**config.mk**
```make
export PLATFORM = sky130hd
export DESIGN_NAME = lba_range_to_slice_trim_masks_top
export DESIGN_NICKNAME = d
export VERILOG_FILES = /design/src/rtl/core/lrtsm_pkg.sv /design/src/rtl/core/lrtsm_front.sv /design/src/rtl/core/lrtsm_queue.sv /design/src/rtl/core/lrtsm_back.sv /design/src/rtl/core/lba_range_to_slice_trim_masks_top.sv
export SDC_FILE = /design/constraint.sdc
export NUM_CORES = 1
export LEC_CHECK = 0
export BUFFER_PORTS_ARGS = -buffer_cell sky130_fd_sc_hd__clkbuf_2
export CAP_MARGIN = 5
export CORE_UTILIZATION = 45
export CTS_BUF_LIST = sky130_fd_sc_hd__clkbuf_8
export CTS_CLUSTER_DIAMETER = 40
export DETAILED_ROUTE_END_ITERATION = 10
export HOLD_SLACK_MARGIN = 0.1
export PLACE_DENSITY = 0.65
export SYNTH_ARGS = -nofsm -noshare
export SYNTH_HDL_FRONTEND = slang
export SYNTH_SLANG_ARGS = --single-unit
```
**constraint.sdc**
```tcl
create_clock -name clk -period 11.7 [get_ports clk]
set_input_delay 2.34 -clock clk [delete_from_list [all_inputs] [get_ports clk]]
set_output_delay 2.34 -clock clk [all_outputs]
set_load 0.03 [all_outputs]
```
**src/rtl/core/lrtsm_pkg.sv**
```systemverilog
// ----------------------------------------------------------------------------
// lrtsm_pkg: shared types and constants for the trim range splitter
// Transfer payloads, the internal command format and the sizing constants.
// ----------------------------------------------------------------------------
`default_nettype none

package lrtsm_pkg;

	// Blocks in one slice and the related widths
	localparam int unsigned BLOCKS_PER_SLICE = 4;
	localparam int unsigned OFFSET_W         = 2;
	localparam int unsigned SLICE_W          = 30;
	localparam int unsigned LBA_W            = 32;

	// Supported range length and the width that holds it
	localparam int unsigned MAX_RANGE_BLOCKS_DEF = 252;
	localparam int unsigned COUNT_W              = 8;

	// Depth of the command queue between front and back
	localparam int unsigned QUEUE_DEPTH = 2;

	// Input transfer
	typedef struct packed {
		logic [LBA_W-1:0] start_block;
		logic [LBA_W-1:0] block_count;
		logic             final_range;
	} in_item_t;

	// Result transfer
	typedef struct packed {
		logic [SLICE_W-1:0]          slice_addr;
		logic [BLOCKS_PER_SLICE-1:0] block_mask;
		logic                        last_of_range;
		logic                        end_of_request;
		logic                        length_error;
	} out_item_t;

	// Classified range handed from front to back
	typedef struct packed {
		logic [SLICE_W-1:0]  slice_addr;
		logic [OFFSET_W-1:0] head_offset;
		logic [COUNT_W-1:0]  block_count;
		logic                final_range;
		logic                length_error;
	} cmd_t;

endpackage

`default_nettype wire

```
**src/rtl/core/lrtsm_front.sv**
```systemverilog
// ----------------------------------------------------------------------------
// lrtsm_front: range classifier
// Checks each range for an empty or oversized count and turns it into a
// slice command for the queue; empty ranges are dropped here.
// ----------------------------------------------------------------------------
`default_nettype none

module lrtsm_front #(
	parameter int unsigned MAX_RANGE_BLOCKS = lrtsm_pkg::MAX_RANGE_BLOCKS_DEF
) (
	input  wire logic                in_valid,
	output logic                     in_ready,
	input  wire lrtsm_pkg::in_item_t in_data,
	output logic                     push,
	output lrtsm_pkg::cmd_t          push_cmd,
	input  wire logic                queue_full
);

	logic count_zero;
	logic count_over;

	// Classify the count
	assign count_zero = (in_data.block_count == '0);
	assign count_over = (in_data.block_count > lrtsm_pkg::LBA_W'(MAX_RANGE_BLOCKS));

	// Accept while the queue has room; drop empty ranges
	assign in_ready = !queue_full;
	assign push     = in_valid && !queue_full && !count_zero;

	// Build the command
	always_comb begin
		push_cmd.slice_addr   = in_data.start_block[lrtsm_pkg::LBA_W-1:lrtsm_pkg::OFFSET_W];
		push_cmd.head_offset  = in_data.start_block[lrtsm_pkg::OFFSET_W-1:0];
		push_cmd.block_count  = in_data.block_count[lrtsm_pkg::COUNT_W-1:0];
		push_cmd.final_range  = in_data.final_range;
		push_cmd.length_error = count_over;
	end

endmodule

`default_nettype wire

```
**src/rtl/core/lrtsm_queue.sv**
```systemverilog
// ----------------------------------------------------------------------------
// lrtsm_queue: command queue
// Small register queue that decouples the classifier from the splitter.
// ----------------------------------------------------------------------------
`default_nettype none

module lrtsm_queue (
	input  wire logic            clk,
	input  wire logic            arst_n,
	input  wire logic            push,
	input  wire lrtsm_pkg::cmd_t push_cmd,
	output logic                 full,
	input  wire logic            pop,
	output logic                 not_empty,
	output lrtsm_pkg::cmd_t      head_cmd
);

	localparam int unsigned PTR_W = (lrtsm_pkg::QUEUE_DEPTH > 1) ?
		$clog2(lrtsm_pkg::QUEUE_DEPTH) : 1;
	localparam int unsigned CNT_W = $clog2(lrtsm_pkg::QUEUE_DEPTH + 1);

	lrtsm_pkg::cmd_t  entry_q [lrtsm_pkg::QUEUE_DEPTH];
	logic [PTR_W-1:0] wr_ptr_q;
	logic [PTR_W-1:0] rd_ptr_q;
	logic [CNT_W-1:0] fill_q;

	assign full      = (fill_q == CNT_W'(lrtsm_pkg::QUEUE_DEPTH));
	assign not_empty = (fill_q != '0);
	assign head_cmd  = entry_q[rd_ptr_q];

	// Store incoming commands
	always_ff @(posedge clk) begin
		if (push) begin
			entry_q[wr_ptr_q] <= push_cmd;
		end
	end

	// Advance pointers and fill level
	always_ff @(posedge clk or negedge arst_n) begin
		if (!arst_n) begin
			wr_ptr_q <= '0;
			rd_ptr_q <= '0;
			fill_q   <= '0;
		end else begin
			if (push) begin
				wr_ptr_q <= (wr_ptr_q == PTR_W'(lrtsm_pkg::QUEUE_DEPTH - 1)) ?
					'0 : wr_ptr_q + 1'b1;
			end
			if (pop) begin
				rd_ptr_q <= (rd_ptr_q == PTR_W'(lrtsm_pkg::QUEUE_DEPTH - 1)) ?
					'0 : rd_ptr_q + 1'b1;
			end
			if (push && !pop) begin
				fill_q <= fill_q + 1'b1;
			end else if (pop && !push) begin
				fill_q <= fill_q - 1'b1;
			end
		end
	end

endmodule

`default_nettype wire

```
**src/rtl/core/lrtsm_back.sv**
```systemverilog
// ----------------------------------------------------------------------------
// lrtsm_back: slice splitter
// Walks one command slice by slice and emits a slice address and block mask
// per slice through a registered output.
// ----------------------------------------------------------------------------
`default_nettype none

module lrtsm_back (
	input  wire logic                 clk,
	input  wire logic                 arst_n,
	input  wire logic                 cmd_valid,
	input  wire lrtsm_pkg::cmd_t      cmd,
	output logic                      pop,
	output logic                      out_valid,
	input  wire logic                 out_ready,
	output lrtsm_pkg::out_item_t      out_data
);

	typedef enum logic [1:0] {
		ST_IDLE  = 2'b01,
		ST_SPLIT = 2'b10
	} state_t;

	state_t                              state_q;
	logic [lrtsm_pkg::SLICE_W-1:0]       cursor_q;
	logic [lrtsm_pkg::OFFSET_W-1:0]      offset_q;
	logic [lrtsm_pkg::COUNT_W-1:0]       left_q;
	logic                                final_q;
	logic                                err_q;
	logic                                out_valid_q;
	lrtsm_pkg::out_item_t                out_q;

	logic                                slot_free;
	logic [lrtsm_pkg::OFFSET_W:0]        room;
	logic [lrtsm_pkg::OFFSET_W:0]        take;
	logic [lrtsm_pkg::COUNT_W-1:0]       left_next;
	logic [lrtsm_pkg::BLOCKS_PER_SLICE-1:0] mask;
	logic                                last;

	assign slot_free = !out_valid_q || out_ready;
	assign pop       = (state_q == ST_IDLE) && cmd_valid;
	assign out_valid = out_valid_q;
	assign out_data  = out_q;

	// Work out the blocks of the current slice
	always_comb begin
		room = (lrtsm_pkg::OFFSET_W+1)'(lrtsm_pkg::BLOCKS_PER_SLICE) - {1'b0, offset_q};
		if (left_q < lrtsm_pkg::COUNT_W'(room)) begin
			take = left_q[lrtsm_pkg::OFFSET_W:0];
		end else begin
			take = room;
		end
		for (int k = 0; k < lrtsm_pkg::BLOCKS_PER_SLICE; k++) begin
			mask[k] = ((lrtsm_pkg::OFFSET_W+2)'(k) >= (lrtsm_pkg::OFFSET_W+2)'(offset_q)) &&
				((lrtsm_pkg::OFFSET_W+2)'(k) <
				 ((lrtsm_pkg::OFFSET_W+2)'(offset_q) + (lrtsm_pkg::OFFSET_W+2)'(take)));
		end
		left_next = left_q - lrtsm_pkg::COUNT_W'(take);
		last      = (left_next == '0);
	end

	// Load commands and step through slices
	always_ff @(posedge clk or negedge arst_n) begin
		if (!arst_n) begin
			state_q     <= ST_IDLE;
			out_valid_q <= 1'b0;
		end else begin
			if (slot_free) begin
				out_valid_q <= (state_q == ST_SPLIT);
			end
			case (state_q)
				ST_IDLE: begin
					if (cmd_valid) begin
						state_q <= ST_SPLIT;
					end
				end
				ST_SPLIT: begin
					if (slot_free && (err_q || last)) begin
						state_q <= ST_IDLE;
					end
				end
				default: begin
					state_q <= ST_IDLE;
				end
			endcase
		end
	end

	// Hold the range state and the output payload
	always_ff @(posedge clk) begin
		if (pop) begin
			cursor_q <= cmd.slice_addr;
			offset_q <= cmd.head_offset;
			left_q   <= cmd.block_count;
			final_q  <= cmd.final_range;
			err_q    <= cmd.length_error;
		end else if ((state_q == ST_SPLIT) && slot_free) begin
			cursor_q <= cursor_q + 1'b1;
			offset_q <= '0;
			left_q   <= left_next;
		end
		if ((state_q == ST_SPLIT) && slot_free) begin
			out_q.slice_addr <= cursor_q;
			if (err_q) begin
				out_q.block_mask     <= '0;
				out_q.last_of_range  <= 1'b1;
				out_q.end_of_request <= final_q;
				out_q.length_error   <= 1'b1;
			end else begin
				out_q.block_mask     <= mask;
				out_q.last_of_range  <= last;
				out_q.end_of_request <= last && final_q;
				out_q.length_error   <= 1'b0;
			end
		end
	end

endmodule

`default_nettype wire

```
**src/rtl/core/lba_range_to_slice_trim_masks_top.sv**
```systemverilog
// A range passes the command queue and the splitter's range registers; results
// leave the output register at one slice per cycle unless stalled (up to 64
// per range). An oversized range gives one error result. Empty ranges are
// dropped by the classifier; a 2-entry command queue lets new ranges be taken
// while the splitter works. Reset clears all control state at once.
// ----------------------------------------------------------------------------
// lba_range_to_slice_trim_masks_top: trim range to slice masks
// Splits trim ranges into per-slice block masks via classifier, queue and
// splitter.
// ----------------------------------------------------------------------------
`default_nettype none

module lba_range_to_slice_trim_masks_top #(
	parameter int unsigned MAX_RANGE_BLOCKS = lrtsm_pkg::MAX_RANGE_BLOCKS_DEF
) (
	input  wire logic                 clk,
	input  wire logic                 arst_n,
	input  wire logic                 in_valid,
	output logic                      in_ready,
	input  wire lrtsm_pkg::in_item_t  in_data,
	output logic                      out_valid,
	input  wire logic                 out_ready,
	output lrtsm_pkg::out_item_t      out_data
);

	logic            push;
	lrtsm_pkg::cmd_t push_cmd;
	logic            queue_full;
	logic            pop;
	logic            queue_not_empty;
	lrtsm_pkg::cmd_t head_cmd;

	// Classify incoming ranges
	lrtsm_front #(
		.MAX_RANGE_BLOCKS(MAX_RANGE_BLOCKS)
	) u_front (
		.in_valid  (in_valid),
		.in_ready  (in_ready),
		.in_data   (in_data),
		.push      (push),
		.push_cmd  (push_cmd),
		.queue_full(queue_full)
	);

	// Buffer commands
	lrtsm_queue u_queue (
		.clk      (clk),
		.arst_n   (arst_n),
		.push     (push),
		.push_cmd (push_cmd),
		.full     (queue_full),
		.pop      (pop),
		.not_empty(queue_not_empty),
		.head_cmd (head_cmd)
	);

	// Split into slices
	lrtsm_back u_back (
		.clk      (clk),
		.arst_n   (arst_n),
		.cmd_valid(queue_not_empty),
		.cmd      (head_cmd),
		.pop      (pop),
		.out_valid(out_valid),
		.out_ready(out_ready),
		.out_data (out_data)
	);

endmodule

`default_nettype wire

```
; ---- Word-level counts from Yosys, hierarchy flattened
; Memory sizes are Yosys's and may differ from the RTL's.
; Index checks and enable logic that the tools add are counted.
[totals]
reg_bits = 86
ram_bits = 84
inputBits = 69
n_memories = 1
[memory_table]
columns = name, words, word_bits, rd, rd_ports_with_merged_regs, write_ports, line_no
row1 = u_queue.entry_q, 2, 42, 1, 0, 1, lrtsm_queue.sv:22  ; lrtsm_pkg::cmd_t entry_q [lrtsm_pkg::QUEUE_DEPTH];
[classes]
eq_ne = 5
n_addsub = 8
reduce_logical = 24
mux = 17
n_lt_le_gt_ge = 9
[ops]
columns = operator, n
row1 = $mux W30, 2
row2 = $gt A32 B8 Y1 const B, 1
row3 = $logic_not A32 Y1, 1
row4 = $add A30 B1 Y30 const B, 1
row5 = $mux W8, 2
row6 = $mux W2, 7
row7 = $logic_and A1 B1 Y1, 11
row8 = $logic_not A8 Y1, 1
row9 = $lt A1 B4 Y1 const A, 2
row10 = $lt A2 B4 Y1 const A, 2
row11 = $lt A8 B3 Y1, 1
row12 = $sub A8 B3 Y8, 1
row13 = $reduce_bool A2 Y1, 3
row14 = $logic_not A1 Y1, 5
row15 = $add A2 B3 Y4, 1
row16 = $eq A2 B2 Y1 const B, 2
row17 = $ge A1 B2 Y1 const A, 2
row18 = $mux W1, 4
row19 = $pmux W2 S2, 1
row20 = $mux W3, 1
row21 = $sub A3 B2 Y3 const A, 1
row22 = $add A1 B1 Y1 const B, 2
row23 = $add A2 B1 Y2 const B, 1
row24 = $eq A2 B1 Y1 const B, 1
row25 = 6 further kinds, 7

; ---- Logic depth before layout (Yosys ltp)
[logic_depth]
word_depth = 9
depth_mapped = 17
mapped_depth_nobuf = 16

; ---- Hierarchy
; Synthesis repeated with hierarchy kept, for this count alone.
[unflattened]
hier_cells = 563
hier_area_um2 = 7961.4
[modules_own_cells]
columns = module, area_per_inst_um2, seq_area_each_um2, cells_each, instances
row1 = lrtsm_back, 4121.5, 2448.6, 358, 1
row2 = lrtsm_queue, 3422.0, 2622.5, 147, 1
row3 = lrtsm_front, 417.9, 0.0, 58, 1

; ---- Least setup slack after synthesis
; No wires, ideal clock.
[synth_path]
path_type = in2reg
from = input out_ready
to = register u_back.cursor_q[0] (netlist name), enable pin
setup_slack_ns = 6.349
stages = 3
required_time_ns = 11.321
arrival_time_ns = 4.972
path_cell_list = or2b_2 > nor2b_1 > or2_2
[synth_via]
elab_chain_cells = 3
[synth_rtl]
columns = item, line_no
row1 = "start, declared", lba_range_to_slice_trim_masks_top.sv:22  ; input wire logic out_ready,
row2 = $logic_or A1 B1 Y1, lrtsm_back.sv:40  ; assign slot_free = !out_valid_q || out_ready;
row3 = $logic_and A1 B1 Y1, lrtsm_back.sv:97  ; end else if ((state_q == ST_SPLIT) && slot_free) begin
row4 = $reduce_bool A2 Y1 (no line), --
row5 = "end signal, assigned", lrtsm_back.sv:92  ; cursor_q <= cmd.slice_addr;
row6 = "end signal, assigned", lrtsm_back.sv:98  ; cursor_q <= cursor_q + 1'b1;
row7 = "end, declared", lrtsm_back.sv:25  ; logic [lrtsm_pkg::SLICE_W-1:0] cursor_q;
; No other way between the ends.
; A chain may end at the register's enable or synchronous reset.

; ---- Worst setup path after layout
[layout_path]
from = register u_back.offset_q[1] (netlist name)
to = register u_back.state_q[1]
[layout_via]
elab_chain_cells = 9
[layout_rtl]
columns = item, line_no
row1 = "start, declared", lrtsm_back.sv:26  ; logic [lrtsm_pkg::OFFSET_W-1:0] offset_q;
row2 = "start signal, assigned", lrtsm_back.sv:93  ; offset_q <= cmd.head_offset;
row3 = $sub A3 B2 Y3 (*), lrtsm_back.sv:47  ; room = (lrtsm_pkg::OFFSET_W+1)'(lrtsm_pkg::BLOCKS_PER_SLICE) - {1'b0, offset_q};
row4 = $lt A8 B3 Y1, lrtsm_back.sv:48  ; if (left_q < lrtsm_pkg::COUNT_W'(room)) begin
row5 = $mux W3 (*), lrtsm_back.sv:48
row6 = $sub A8 B3 Y8 (*), lrtsm_back.sv:58  ; left_next = left_q - lrtsm_pkg::COUNT_W'(take);
row7 = $logic_not A8 Y1 (*), lrtsm_back.sv:59  ; last = (left_next == '0);
row8 = $logic_or A1 B1 Y1 (*), lrtsm_back.sv:78  ; if (slot_free && (err_q || last)) begin
row9 = $logic_and A1 B1 Y1 (*), lrtsm_back.sv:78
row10 = $ne A2 B2 Y1 (no line) (*), --
row11 = $reduce_and A2 Y1 (no line) (*), --
row12 = "end signal, assigned", lrtsm_back.sv:74  ; state_q <= ST_SPLIT;
row13 = "end signal, assigned", lrtsm_back.sv:79  ; state_q <= ST_IDLE;
row14 = "end signal, assigned", lrtsm_back.sv:83  ; state_q <= ST_IDLE;
row15 = "end, declared", lrtsm_back.sv:24  ; state_t state_q;
; Mark *: on every way between the ends. The rest lies on a longest branch, timed or not.

==> results.ini <==
[floorplan]
rows=46
core_area_um2=15800
die_area_um2=16600
die_y_um=129
initial_core_util=0.458
die_x_um=129
ios=108

[synth]
yosys.area.top_type=edfxtp_1
netlist_instances=499
ys_warn_count=0
synth_ff_type=edfxtp_1
synthArstFlopShare=0.0412
synth_top_area_frac=0.675
syn_area_per_cell_um2=14.5
syn-cell-area_um2=7250
yosysSeqAreaShare=0.699
yosys-top-cells-area=edfxtp_1 (67%), xor2_1 (3.0%), a211oi_1 (3.0%)
synth.distinct_cells=54
synth_edf_count=163
ys_ff_latch=170
syn_nets=581

[clock_tree]
cts_setup_buffers=0
cts_resized=0
htreeDepth=4
cts.path.max_buffers=2
ctsHoldBuffers=0
numClockSinks=170
cts_buffers=17
cts.reportedPaths.clkPinSlew_ns=0.08
clk_latency_ns=0.45
cts_root_buf=clkbuf_8
cts_tree=built

[critical_path]
start_kind=register
crit_path_cell_trace=inv_1, ha_1, inv_1, ha_1, o21ai_0, o211ai_2, o21ai_0, inv_1, ha_1, nor2b_1, o31ai_1, a21boi_0, nor3_1, nand4_2, o31a_1
timing.rr.start=u_back.offset_q[1]
critPathSlowestCell=o21ai_0
worst_path_largest_cell_delay_ns=0.67
r2r_end=u_back.state_q[1]
worst-setup-path-type=register to register
rr_worst_depth=15
cp.arrival_ns=4.72
cp_max_fo=11
reg2reg_slack_ns=7.32
required_ns=12.04
endpoint_kind=register

[routing]
viasPerCell=5.13
wl_per_cell_um=15.9
drt_iter0_markers=215
drc_errors=0
ant_nets=0
dr.pass1.iters=4
routed-via-count=4298
drt-total-wl_mm=13.3

[sta]
slew_headroom=0.267
clock_skew_ns=0.0109
period_share=0.374
setup_viol_count_final=0
final_max_slew_viol_count=0
max_freq_ghz=0.228
tightest_slew_ns=1.10
hold_viol=0
grt_setup_unrepaired=false
fin_crit_ns=4.38
fin_setup_tns_ns=0
finalWorstSetupSlack_ns=7.32

[place]
place_congestion=0.760
place_ws_ns=6.85
dp_hpwl_mm=8.69
port-buffer-count=107
placedCellCount=808

[cells_and_area]
drive_gt1_frac=0.249
nNetsFinal=693
fillCellCount=1377
area_growth_pct=15.3
mostFrequentLayoutCells=edfxtp_1 (163), clkbuf_2 (107), nand2_1 (30), nor2b_1 (30), a21oi_1 (30)
instances_no_fill=838
antenna_cells=0
fin_util=0.528
final_common_cell=edfxtp_1

[worst_hold_path]
min_to=u_back.out_data[36]
hp-class=register to register
min_delay_path_depth=0
hp-start=u_back.cursor_q[29]

[power_and_ir_drop]
p_leak_nw=3.03
peakVddDrop_mv=0.124
cellPowerDensity_nw_per_um2=275
p_total_w=0.00230

[global_routing]
grt.overflow.total=0
grt_pass1_vias=4318
track_usage=0.174
antenna_found_initial=0
grt_max_degree=82
grt_pass1_wl_mm=21.5

[run_status]
status=finished, final reports clean

[run]
cap_violations=0

==> critical path, delay by kind of cell, from the launching register on <==
kind | cells | cell delay (ns)
AO/OA/AOI/OAI | 6 | 1.92
AND/OR/NAND/NOR | 3 | 0.59
flip-flops | 1 | 0.49
buffers and inverters | 3 | 0.41
adder cells (fa/ha/maj) | 3 | 0.86
==> per-stage QoR <==
step,hold WS [ns],instance area (um^2)
2_1_floorplan,0.448,7250
3_3_place_gp,0.466,8040
3_5_place_dp,0.469,8040
4_1_cts,0.488,8360
5_1_grt,0.508,8360
6_report,0.486,8360
==> area by class of cell <==
class | instances | area, um^2 | share of cell area
Multi-Input combinational cell | 295 | 2070 | 0.247
Inverter | 16 | 60.1 | 0.00718
Clock inverter | 13 | 91.3 | 0.0109
Tap cell | 216 | 270 | 0.0323
Sequential cell | 170 | 5070 | 0.607
Clock buffer | 17 | 234 | 0.0280
Timing Repair Buffer | 111 | 566 | 0.0676
==> power breakdown <==
part / internal (W) / switching, W
logic: 0.000288 / 0.000547
registers: 0.000980 / 0.000127
clock network: 0.000160 / 0.000195
total: 0.00143 / 0.000870
==> how the worst max path moves through the flow <==
| stage | endpoint | start | depth (start not counted) |
|---|---|---|---|
| 2_1_floorplan | u_back.cursor_q[0] | out_ready | 3 |
| 3_3_place_gp | u_back.cursor_q[21] | out_ready | 4 |
| 3_5_place_dp | u_back.cursor_q[21] | out_ready | 4 |
| 4_1_cts | u_back.state_q[1] | u_back.offset_q[1] | 15 |
| 5_1_grt | u_back.state_q[1] | u_back.offset_q[1] | 15 |
| 6_report | u_back.state_q[1] | u_back.offset_q[1] | 15 |
==> flip-flops by register name, summed over array words and instances, names as in the netlist <==
name,flops
u_back.out_data,37
u_back.out_valid,1
u_queue.entry_q,84
u_back.err_q,1
u_queue.rd_ptr_q,1
u_back.final_q,1
u_back.left_q,8
u_queue.wr_ptr_q,1
u_queue.fill_q,2
u_back.state_q,2
u_back.cursor_q,30
u_back.offset_q,2
==> logic make-up (layout without fill, tap and decap cells) <==
kind of cell	Yosys count	after routing	synth area share
compound gates	97	97	0.0883
xor+xnor	35	35	0.0423
fa+ha+maj	14	14	0.0259
buf+inv	34	157	0.0198
flops	170	170	0.699
mux	16	16	0.0224
simple gates	133	133	0.102
==> synth_stat cells, types with 2 or more instances <==
master / number
edfxtp_1: 163
nor2b_1: 31
a21oi_1: 30
nand2_1: 30
a211oi_1: 29
xor2_1: 25
nor2_1: 18
inv_1: 16
o21ai_0: 15
mux2i_1: 14
clkbuf_1: 13
ha_1: 11
nand3_1: 10
xnor2_1: 10
nor4_1: 8
nand4_1: 7
dfrtp_1: 6
nor3_1: 6
and3_1: 5
nand2b_1: 5
o31ai_1: 3
a22oi_1: 2
a311oi_1: 2
a31oi_1: 2
and4_1: 2
buf_1: 2
buf_6: 2
fa_1: 2
mux2_2: 2
nand4_2: 2
o211ai_2: 2
or2_2: 2
==> per-layer routing <==
layer / track usage / vias up / part of all wire
li1: - / 2115 / -
met1: 0.217 / 2058 / 0.44
met2: 0.289 / 106 / 0.50
met3: 0.0399 / 19 / 0.046
met4: 0.0837 / 0 / 0.020
met5: 0 / - / 0
No activity file was read; power rests on OpenSTA's default activity.
